## config.mk

```make
export PLATFORM = sky130hd
export DESIGN_NAME = circular_array_deque
export DESIGN_NICKNAME = d
export VERILOG_FILES = /design/src/sv/cad_pkg.sv /design/src/sv/circular_array_deque.sv
export SDC_FILE = /design/constraint.sdc
export NUM_CORES = 2
export LEC_CHECK = 0
export BUFFER_PORTS_ARGS = -buffer_cell sky130_fd_sc_hd__buf_2
export CAP_MARGIN = 40
export CORE_ASPECT_RATIO = 0.75
export CORE_UTILIZATION = 35
export DETAILED_ROUTE_END_ITERATION = 10
export PLACE_DENSITY = 0.58
export SETUP_SLACK_MARGIN = 0.02
export SYNTH_ARGS = -nofsm -noshare
export SYNTH_HDL_FRONTEND = slang
export SYNTH_SLANG_ARGS = --single-unit
```

## constraint.sdc

```tcl
create_clock -name aclk -period 10.2 [get_ports aclk]
set_input_delay 0 -clock aclk [delete_from_list [all_inputs] [get_ports aclk]]
set_output_delay 0 -clock aclk [all_outputs]
set_load 0.03 [all_outputs]
```

## src/sv/cad_pkg.sv

```systemverilog
// Package for the circular-array deque: field widths, command and status
// codes, and the sequencer state type. No dependencies.
`default_nettype none

package cad_pkg;

    localparam int CMD_W    = 3;
    localparam int DATA_W   = 32;
    localparam int STATUS_W = 2;
    localparam int OCC_W    = 7;

    localparam logic [CMD_W-1:0] CMD_PUSH_FRONT = 3'd0;
    localparam logic [CMD_W-1:0] CMD_PUSH_REAR  = 3'd1;
    localparam logic [CMD_W-1:0] CMD_POP_FRONT  = 3'd2;
    localparam logic [CMD_W-1:0] CMD_POP_REAR   = 3'd3;
    localparam logic [CMD_W-1:0] CMD_DUMP       = 3'd4;

    localparam logic [STATUS_W-1:0] STAT_OK    = 2'd0;
    localparam logic [STATUS_W-1:0] STAT_FULL  = 2'd1;
    localparam logic [STATUS_W-1:0] STAT_EMPTY = 2'd2;

    typedef enum logic [1:0] {
        SEQ_IDLE,
        SEQ_POP_WAIT,
        SEQ_DUMP
    } seq_state_t;

endpackage : cad_pkg

`default_nettype wire

```

## src/sv/circular_array_deque.sv

```systemverilog
// A push result is in the output register in the cycle after its transfer;
// a pop result passes the memory read register and then the output register;
// a dump of N entries passes each entry, front first, through the same two
// registers. One item at a time: a new command is taken only when the
// sequencer is idle. Reset (aresetn, synchronous, active low) empties the
// deque; the entry memory itself is not cleared.
`default_nettype none

module circular_array_deque
    import cad_pkg::*;
#(
    parameter int DEPTH = 64
) (
    input  wire logic                       aclk,
    input  wire logic                       aresetn,
    // command channel
    input  wire logic                       s_valid,
    output logic                            s_ready,
    input  wire logic [CMD_W-1:0]           s_cmd,
    input  wire logic signed [DATA_W-1:0]   s_value,
    // result channel
    output logic                            m_valid,
    input  wire logic                       m_ready,
    output logic signed [DATA_W-1:0]        m_data,
    output logic [STATUS_W-1:0]             m_status,
    output logic                            m_last,
    output logic [OCC_W-1:0]                m_occupancy
);

    // Index and count widths follow from the depth. The count must hold
    // DEPTH itself, so it is one bit wider than an index when DEPTH is a
    // power of two greater than one.
    localparam int IDX_W = (DEPTH > 1) ? $clog2(DEPTH) : 1;
    localparam int CNT_W = $clog2(DEPTH + 1);
    localparam logic [IDX_W-1:0] IDX_LAST = IDX_W'(DEPTH - 1);
    localparam logic [CNT_W-1:0] CNT_FULL = CNT_W'(DEPTH);

    // Circular index arithmetic: both ends wrap at the store boundary.
    function automatic logic [IDX_W-1:0] idx_next(input logic [IDX_W-1:0] i);
        return (i == IDX_LAST) ? '0 : i + IDX_W'(1);
    endfunction

    function automatic logic [IDX_W-1:0] idx_prev(input logic [IDX_W-1:0] i);
        return (i == '0) ? IDX_LAST : i - IDX_W'(1);
    endfunction

    // ------------------------------------------------------------------
    // State registers
    // ------------------------------------------------------------------
    seq_state_t                 state_reg, state_next;
    logic [IDX_W-1:0]           front_reg, front_next;
    logic [IDX_W-1:0]           rear_reg, rear_next;
    logic [CNT_W-1:0]           count_reg, count_next;
    logic [IDX_W-1:0]           dump_idx_reg, dump_idx_next;
    logic [CNT_W-1:0]           dump_left_reg, dump_left_next;

    // Output register, which holds each result until its transfer; the
    // sequencer does not pass on a new result while it is blocked.
    logic                       m_valid_reg, m_valid_next;
    logic signed [DATA_W-1:0]   m_data_reg, m_data_next;
    logic [STATUS_W-1:0]        m_status_reg, m_status_next;
    logic                       m_last_reg, m_last_next;
    logic [OCC_W-1:0]           m_occ_reg, m_occ_next;

    // Entry memory: one write port, one read port, registered read data.
    logic signed [DATA_W-1:0]   mem [DEPTH];
    logic                       mem_we;
    logic [IDX_W-1:0]           mem_waddr;
    logic signed [DATA_W-1:0]   mem_wdata;
    logic                       mem_re;
    logic [IDX_W-1:0]           mem_raddr;
    logic signed [DATA_W-1:0]   rd_data_reg;

    // ------------------------------------------------------------------
    // Handshake helpers
    // ------------------------------------------------------------------
    logic out_free;
    logic s_fire;
    logic is_empty;
    logic is_full;

    // The output register can take a new result when it is empty or its
    // current result transfers in this cycle.
    assign out_free = !m_valid_reg || m_ready;
    // A new command is taken only when the sequencer is idle and a result
    // produced by the command has somewhere to go.
    assign s_ready  = (state_reg == SEQ_IDLE) && out_free;
    assign s_fire   = s_valid && s_ready;
    assign is_empty = (count_reg == '0);
    assign is_full  = (count_reg == CNT_FULL);

    // ------------------------------------------------------------------
    // Next state
    // ------------------------------------------------------------------
    always_comb begin
        state_next = state_reg;
        case (state_reg)
            SEQ_IDLE: begin
                if (s_fire) begin
                    case (s_cmd)
                        CMD_POP_FRONT, CMD_POP_REAR: begin
                            if (!is_empty) begin
                                state_next = SEQ_POP_WAIT;
                            end
                        end
                        CMD_DUMP: begin
                            if (!is_empty) begin
                                state_next = SEQ_DUMP;
                            end
                        end
                        default: begin
                            state_next = SEQ_IDLE;
                        end
                    endcase
                end
            end
            SEQ_POP_WAIT: begin
                if (out_free) begin
                    state_next = SEQ_IDLE;
                end
            end
            SEQ_DUMP: begin
                if (out_free && (dump_left_reg == CNT_W'(1))) begin
                    state_next = SEQ_IDLE;
                end
            end
            default: begin
                state_next = SEQ_IDLE;
            end
        endcase
    end

    // ------------------------------------------------------------------
    // Datapath, memory controls and result generation
    // ------------------------------------------------------------------
    always_comb begin
        front_next     = front_reg;
        rear_next      = rear_reg;
        count_next     = count_reg;
        dump_idx_next  = dump_idx_reg;
        dump_left_next = dump_left_reg;

        mem_we    = 1'b0;
        mem_waddr = '0;
        mem_wdata = s_value;
        mem_re    = 1'b0;
        mem_raddr = front_reg;

        m_valid_next  = m_valid_reg && !m_ready;
        m_data_next   = m_data_reg;
        m_status_next = m_status_reg;
        m_last_next   = m_last_reg;
        m_occ_next    = m_occ_reg;

        case (state_reg)
            SEQ_IDLE: begin
                if (s_fire) begin
                    case (s_cmd)
                        CMD_PUSH_FRONT, CMD_PUSH_REAR: begin
                            m_valid_next = 1'b1;
                            m_data_next  = '0;
                            m_last_next  = 1'b1;
                            if (is_full) begin
                                m_status_next = STAT_FULL;
                                m_occ_next    = OCC_W'(count_reg);
                            end else begin
                                m_status_next = STAT_OK;
                                mem_we        = 1'b1;
                                if (is_empty) begin
                                    // The first entry always lands at index zero.
                                    front_next = '0;
                                    rear_next  = '0;
                                    mem_waddr  = '0;
                                end else if (s_cmd == CMD_PUSH_FRONT) begin
                                    front_next = idx_prev(front_reg);
                                    mem_waddr  = idx_prev(front_reg);
                                end else begin
                                    rear_next = idx_next(rear_reg);
                                    mem_waddr = idx_next(rear_reg);
                                end
                                count_next = count_reg + CNT_W'(1);
                                m_occ_next = OCC_W'(count_reg + CNT_W'(1));
                            end
                        end
                        CMD_POP_FRONT, CMD_POP_REAR: begin
                            if (is_empty) begin
                                m_valid_next  = 1'b1;
                                m_data_next   = '0;
                                m_status_next = STAT_EMPTY;
                                m_last_next   = 1'b1;
                                m_occ_next    = OCC_W'(count_reg);
                            end else begin
                                // The pointers move now; the removed word
                                // arrives from the memory in the next cycle.
                                mem_re = 1'b1;
                                if (s_cmd == CMD_POP_FRONT) begin
                                    mem_raddr  = front_reg;
                                    front_next = idx_next(front_reg);
                                end else begin
                                    mem_raddr = rear_reg;
                                    rear_next = idx_prev(rear_reg);
                                end
                                count_next = count_reg - CNT_W'(1);
                                if (count_reg == CNT_W'(1)) begin
                                    front_next = '0;
                                    rear_next  = '0;
                                end
                            end
                        end
                        CMD_DUMP: begin
                            if (is_empty) begin
                                m_valid_next  = 1'b1;
                                m_data_next   = '0;
                                m_status_next = STAT_EMPTY;
                                m_last_next   = 1'b1;
                                m_occ_next    = OCC_W'(count_reg);
                            end else begin
                                mem_re         = 1'b1;
                                mem_raddr      = front_reg;
                                dump_idx_next  = idx_next(front_reg);
                                dump_left_next = count_reg;
                            end
                        end
                        default: begin
                            // Unused command codes are consumed without a result.
                            m_valid_next = m_valid_reg && !m_ready;
                        end
                    endcase
                end
            end
            SEQ_POP_WAIT: begin
                if (out_free) begin
                    m_valid_next  = 1'b1;
                    m_data_next   = rd_data_reg;
                    m_status_next = STAT_OK;
                    m_last_next   = 1'b1;
                    m_occ_next    = OCC_W'(count_reg);
                end
            end
            SEQ_DUMP: begin
                // Read data stays put while the output register is blocked,
                // since no new read is issued until the entry moves on.
                if (out_free) begin
                    m_valid_next  = 1'b1;
                    m_data_next   = rd_data_reg;
                    m_status_next = STAT_OK;
                    m_last_next   = (dump_left_reg == CNT_W'(1));
                    m_occ_next    = OCC_W'(count_reg);
                    if (dump_left_reg != CNT_W'(1)) begin
                        mem_re         = 1'b1;
                        mem_raddr      = dump_idx_reg;
                        dump_idx_next  = idx_next(dump_idx_reg);
                        dump_left_next = dump_left_reg - CNT_W'(1);
                    end
                end
            end
            default: begin
                m_valid_next = m_valid_reg && !m_ready;
            end
        endcase
    end

    // ------------------------------------------------------------------
    // Registers
    // ------------------------------------------------------------------
    always_ff @(posedge aclk) begin
        if (!aresetn) begin
            state_reg     <= SEQ_IDLE;
            front_reg     <= '0;
            rear_reg      <= '0;
            count_reg     <= '0;
            dump_idx_reg  <= '0;
            dump_left_reg <= '0;
            m_valid_reg   <= 1'b0;
        end else begin
            state_reg     <= state_next;
            front_reg     <= front_next;
            rear_reg      <= rear_next;
            count_reg     <= count_next;
            dump_idx_reg  <= dump_idx_next;
            dump_left_reg <= dump_left_next;
            m_valid_reg   <= m_valid_next;
        end
    end

    always_ff @(posedge aclk) begin
        m_data_reg   <= m_data_next;
        m_status_reg <= m_status_next;
        m_last_reg   <= m_last_next;
        m_occ_reg    <= m_occ_next;
    end

    // Entry memory. A read and a write never hit the same cycle, because
    // only one command is in flight and pushes never read.
    always_ff @(posedge aclk) begin
        if (mem_we) begin
            mem[mem_waddr] <= mem_wdata;
        end
    end

    always_ff @(posedge aclk) begin
        if (mem_re) begin
            rd_data_reg <= mem[mem_raddr];
        end
    end

    assign m_valid     = m_valid_reg;
    assign m_data      = m_data_reg;
    assign m_status    = m_status_reg;
    assign m_last      = m_last_reg;
    assign m_occupancy = m_occ_reg;

endmodule : circular_array_deque

`default_nettype wire

```

# Yosys cells after proc, flatten, opt, wreduce, memory -nomap -nowiden
# Memories as Yosys holds them, arrays and structs flattened. A register that Yosys moved wholly into a read port is not among the register bits.
# Index checks and enable logic that the tools add are counted.
# classes
add_sub_neg	8
multipliers	0
div_mod_pow	0
n_lt_le_gt_ge	0
eq_ne	31
shifts	0
n_mux	92
n_bitwise	0
n_reduce_logical	27
# op_table
cell	n
6-bit 2-to-1 mux	34
32-bit one-hot mux with 2 select lines	2
32-bit 2-to-1 mux	3
7-bit 2-to-1 mux	10
7-bit one-hot mux with 2 select lines	4
6-bit one-hot mux with 2 select lines	4
3-bit inequality test, second input constant	7
1-bit 2-to-1 mux	19
6-bit by 1-bit adder with 6-bit output, second input constant	3
6-bit equality test, second input constant	3
2-bit inequality test, second input constant	8
7-bit by 1-bit equality test with 1-bit output, second input constant	2
2-bit 2-to-1 mux	7
7-bit AND reduction	2
7-bit by 1-bit subtractor with 7-bit output, second input constant	2
6-bit logical NOT	2
2-bit one-hot mux with 2 select lines	3
6-bit AND reduction	2
6-bit by 1-bit subtractor with 6-bit output, second input constant	2
5-bit AND reduction	2
1-bit one-hot mux with 2 select lines	4
7-bit by 1-bit adder with 7-bit output, second input constant	1
7-bit equality test, second input constant	1
7-bit logical NOT	1
other kinds (20)	30
# word_totals
register_bits	77
latch_bits	0
ramBits	2048
rom_bits	0
in_bits	39
output_inout_bits	44
word_cells	170
n_memories	1
# memory_table
memory	words	width	read_ports	rd_clocked_by_memory_dff	write_ports	line	text
mem	64	32	1	1	1	circular_array_deque.sv:66	logic signed [DATA_W-1:0] mem [DEPTH];

# Logic depth before layout (Yosys ltp)
# depth
ltp_word	8
ltp_mapped	18
depth_no_buf	12

# Least setup slack after synthesis
# OpenSTA, ideal clock, no wires.
# synth_path
path_type	register to register
start	register count_reg[0]
end	register m_data_reg[0] (netlist: m_data[0]), enable pin
setup_time_ps	453
arrival_ps	4169
t_required_ps	9747
path_slack_ps	5578
stages_incl_launch_ff	11
path_buffers	2
period_less_slack_ps	4622
cell_sequence	dfxtp_1 -> inv_1 -> ha_1 -> nand2b_1 -> or4_1 -> buf_2 -> clkbuf_1 -> o22a_1 -> nand2b_1 -> or2_2 -> a21oi_1
# synth_via
elab_chain_len	3
# synth_lines
item	line	text
start, declared	circular_array_deque.sv:53	logic [CNT_W-1:0] count_reg, count_next;
start signal, assigned	circular_array_deque.sv:279	count_reg <= count_next;
7-bit logical NOT	circular_array_deque.sv:89	assign is_empty = (count_reg == '0);
3-bit inequality test (no line)	n/a	
5-bit AND reduction (no line)	n/a	
end signal, assigned	circular_array_deque.sv:287	m_data_reg <= m_data_next;
end, declared	circular_array_deque.sv:60	logic signed [DATA_W-1:0] m_data_reg, m_data_next;
# Every way passes these cells.
# A chain may end at the register's enable or synchronous reset.

# Final worst setup path
# layout_path
start	register count_reg[0]
end	register rd_data_reg[9] (read register of mem), data pin
# layout_via
elab_chain_len	5
word_cells_on_any_way	9
cone_classes	mux: 8; reduce/logical: 1
# layout_lines
item	line	text
7-bit logical NOT *	circular_array_deque.sv:89	
6-bit 2-to-1 mux / 1-bit 2-to-1 mux (equally long branches)	circular_array_deque.sv:186, circular_array_deque.sv:211	
6-bit 2-to-1 mux / 1-bit 2-to-1 mux (equally long branches)	n/a	
6-bit 2-to-1 mux / 1-bit 2-to-1 mux (equally long branches)	circular_array_deque.sv:157	if (s_fire) begin
6-bit one-hot mux with 2 select lines / 1-bit one-hot mux with 2 select lines (equally long branches)	circular_array_deque.sv:155	case (state_reg)
end, declared	circular_array_deque.sv:72	logic signed [DATA_W-1:0] rd_data_reg;
# Every way passes the cells marked *; elsewhere a longest branch is shown, timed or not.

==> impl_metrics.yaml <==
outcome:
  outcome: "complete, no violations"
setup_path:
  arrival_ns: 6.52
  cp-startpoint: "count_reg[0]"
  start_kind: "register"
  crit_path_frequent_cell: "or4_1"
  crit_required_ns: 10.77
  cp_cell_sequence: "inv_1 > ha_1 > nand2b_1 > or4_1 > a32oi_2 > and3_4 > buf_4 > buf_12 > mux2i_1 > o22ai_1 > o21ai_0 > a31oi_1 > or4_1"
  crit_type: "register to register"
  reg2reg_from: "count_reg[0]"
  worst-path-max-fanout: 110
  cp-end-kind: "register"
  worstRegToRegCells: 13
  slowest_delay_ns: 0.72
  worst_path_max_delay_cell: "or4_1"
synthesis:
  synth_seq_cells: 2157
  synthAdderAreaFrac_pct: 0.2477
  synth_top_family_by_area: "simple AND/OR/NAND/NOR gates"
  synth_top_cell_area_share_pct: 74.19
  syn_area_um2: 85890
  syn_inst: 6208
  yosysTopAreaCell: "edfxtp_1"
  syn_nets: 6264
  synth_mux_area_share_pct: 3.275
  syn_area_per_cell_um2: 13.83
  synthArstFlopShare_pct: 0
  synthSimpleGateAreaFrac_pct: 12.17
  synth-compound-area-share_pct: 6.599
  synth_edf_count: 2122
  synth_warnings: 0
  synth_area_leaders: "edfxtp_1 (74%), nand2_1 (6.4%), nand3_1 (3.5%)"
  ys_seq_area_share_pct: 75.01
  synth_top_flop_cell: "edfxtp_1"
  synth-xor-area-share_pct: 0.1938
  ys_types: 78
clocking:
  clock_path_buffers: 4
  cts_inserted_buffers: 200
  clk_pin_slew_worst_paths_ns: 0.07
  clock_latency_ns: 0.86
  cts_num_sinks: 2157
  cts_root_buf: "clkbuf_16"
  cts_tree: "built"
  cts_resized: 0
  htree_num_levels: 4
drt:
  first_pass_iters: 8
  drc: 0
  drtAntennaViolNets: 0
  vias: 55060
  avgViaCountPerCell: 5.641
  drt_wl_total_um: 274100
  wire_per_inst_um: 28.08
  first_iter_violations: 8259
finish:
  mostFrequentLayoutCells: "edfxtp_1 (2,122), nand2_1 (1,454), nand3_1 (593), a21oi_1 (310), mux2i_1 (281)"
  final_nets: 6394
  area_delta_synth_final_pct: 13.56
  largest_reg_flops: 2048
  drive_gt1_share_pct: 9.904
  final_common_cell: "edfxtp_1"
  layout.cells.non_filler: 9762
  n_fill_cell: 22510
grt:
  grt_pass1_vias: 50390
  grt_pass1_wl_um: 385000
  gr-total-overflow: 0
  grt_max_degree: 171
  track_usage_pct: 21.58
  antenna_found_initial: 24
floorplanning:
  die_area_um2: 247400
  die_y_um: 431
  start_util_pct: 35.20
  rows: 157
  dieWidth_um: 574
  core_area_um2: 244000
  boundaryPins: 83
timing:
  slew_headroom_pct: 28.47
  clock_skew_ns: 0.04603
  finalSetupTns_ns: 0
  setup_slack_ns: 4.252
  fmax_mhz: 168.1
  fin_crit_ns: 5.948
  rsz0062_at_grt: "false"
  hold_violations: 0
  hold-worst-slack_ns: 0.08731
  maxSlewViolCount: 0
  fin_crit_sh_pct: 58.31
  finalSetupViolCount: 0
  worst_pin_slew_ns: 1.073
power_and_ir_drop:
  finalPower_mw: 18.68
  power.density_nw_per_um2: 191.6
  ir_worst_vdd_uv: 148.8
  p_leak_nw: 32.96
place:
  place.port_buffers: 82
  post-place-ws_ns: 4.408
  dp_hpwl_um: 151500
  dp.cells: 9349
  gp_congestion: 0.8387
min_path:
  hp-class: "primary input to register"
  min_path_cells: 2
  hp-start: "s_value[31]"
flow_run:
  drv_cap: 0
==> critical path: cells and delay by family (launching register included) <==
family                   cells  cell delay, ns
AO/OA/AOI/OAI                4            1.05
adder cells (fa/ha/maj)      1            0.28
buffers and inverters        3            1.17
flip-flops                   1            0.40
AND/OR/NAND/NOR              4            2.18
multiplexers                 1            0.27
==> power by group <==
| group | total (mW) | leakage (nW) | internal, mW | switching [mW] |
|---|---|---|---|---|
| Combinational | 1.67 | 10.6 | 0.455 | 1.21 |
| Sequential | 9.83 | 19.4 | 9.79 | 0.0412 |
| Clock | 7.18 | 2.96 | 3.89 | 3.29 |
| Total | 18.7 | 33.0 | 14.1 | 4.55 |
==> timing repair <==
item,in CTS,in global routing
endpoints found under the setup margin,0,0
hold buffers,45,0
hold endpoints to repair,2081,0
setup buffers,0,0
==> cell type report <==
class	count	area, um^2	area share, %
antenna	11	27.53	0.02822
clock inverter	106	735.7	0.7543
tap	3259	4078	4.181
timing repair buffer	322	2983	3.058
clock buffer	250	5286	5.420
sequential	2157	64420	66.05
inverter	17	63.81	0.06543
multi-input combinational	3640	19940	20.44
==> kinds of logic (layout without fill, tap and decap cells) <==
kind of cell             count (synthesis)  in the layout
other                                    0             11
AO/OA/AOI/OAI                          897            897
flip-flops                            2157           2157
AND/OR/NAND/NOR                       2426           2426
XOR/XNOR                                19             19
adder cells (fa/ha/maj)                 17             17
buffers and inverters                  411            695
multiplexers                           281            281
==> per-layer routing <==
layer	vias up	wire length, um	part of all wire, %	GRT usage, %
met5	-	81	0.030	0
met4	12	7189	2.6	5.597
met3	438	29410	11	4.378
met2	3154	118700	43	31.81
met1	27940	118700	43	32.30
li1	23520	-	-	-
==> final timing paths <==
path,end,slack [ns]
max,rd_data_reg[9],4.25
min,mem[42][31],0.09
max reg2reg,rd_data_reg[9],4.25
min reg2reg,dump_left_reg[1],0.48
==> synthesized netlist by cell type, types with 8 or more instances <==
master / instances
a221oi_1: 37
mux2i_1: 281
or3_1: 10
a32oi_1: 11
buf_1: 26
nand2b_1: 9
clkbuf_1: 132
buf_4: 53
inv_1: 17
a22oi_1: 58
nor4_1: 26
a21o_1: 15
a31oi_1: 130
buf_6: 24
o221ai_1: 13
nand4_1: 10
ha_1: 17
and3_1: 60
nor3_1: 21
nand2_1: 1460
edfxtp_1: 2122
o21ai_0: 82
buf_2: 156
nor2_1: 149
nand3_1: 594
and2_1: 39
dfxtp_1: 35
xnor2_1: 12
a211oi_1: 43
a21oi_1: 312
o22ai_1: 97
o21ai_1: 12
or4_1: 20
a21boi_0: 8
==> per-stage QoR <==
step / utilization [%] / instance area (um^2)
after CTS: 39.96 / 97500
final: 39.98 / 97530
after detailed placement: 37.31 / 91030
after global placement: 36.96 / 90180
after floorplan: - / 85890
after global routing: 39.97 / 97510
Power figures use the tool's default switching activity.
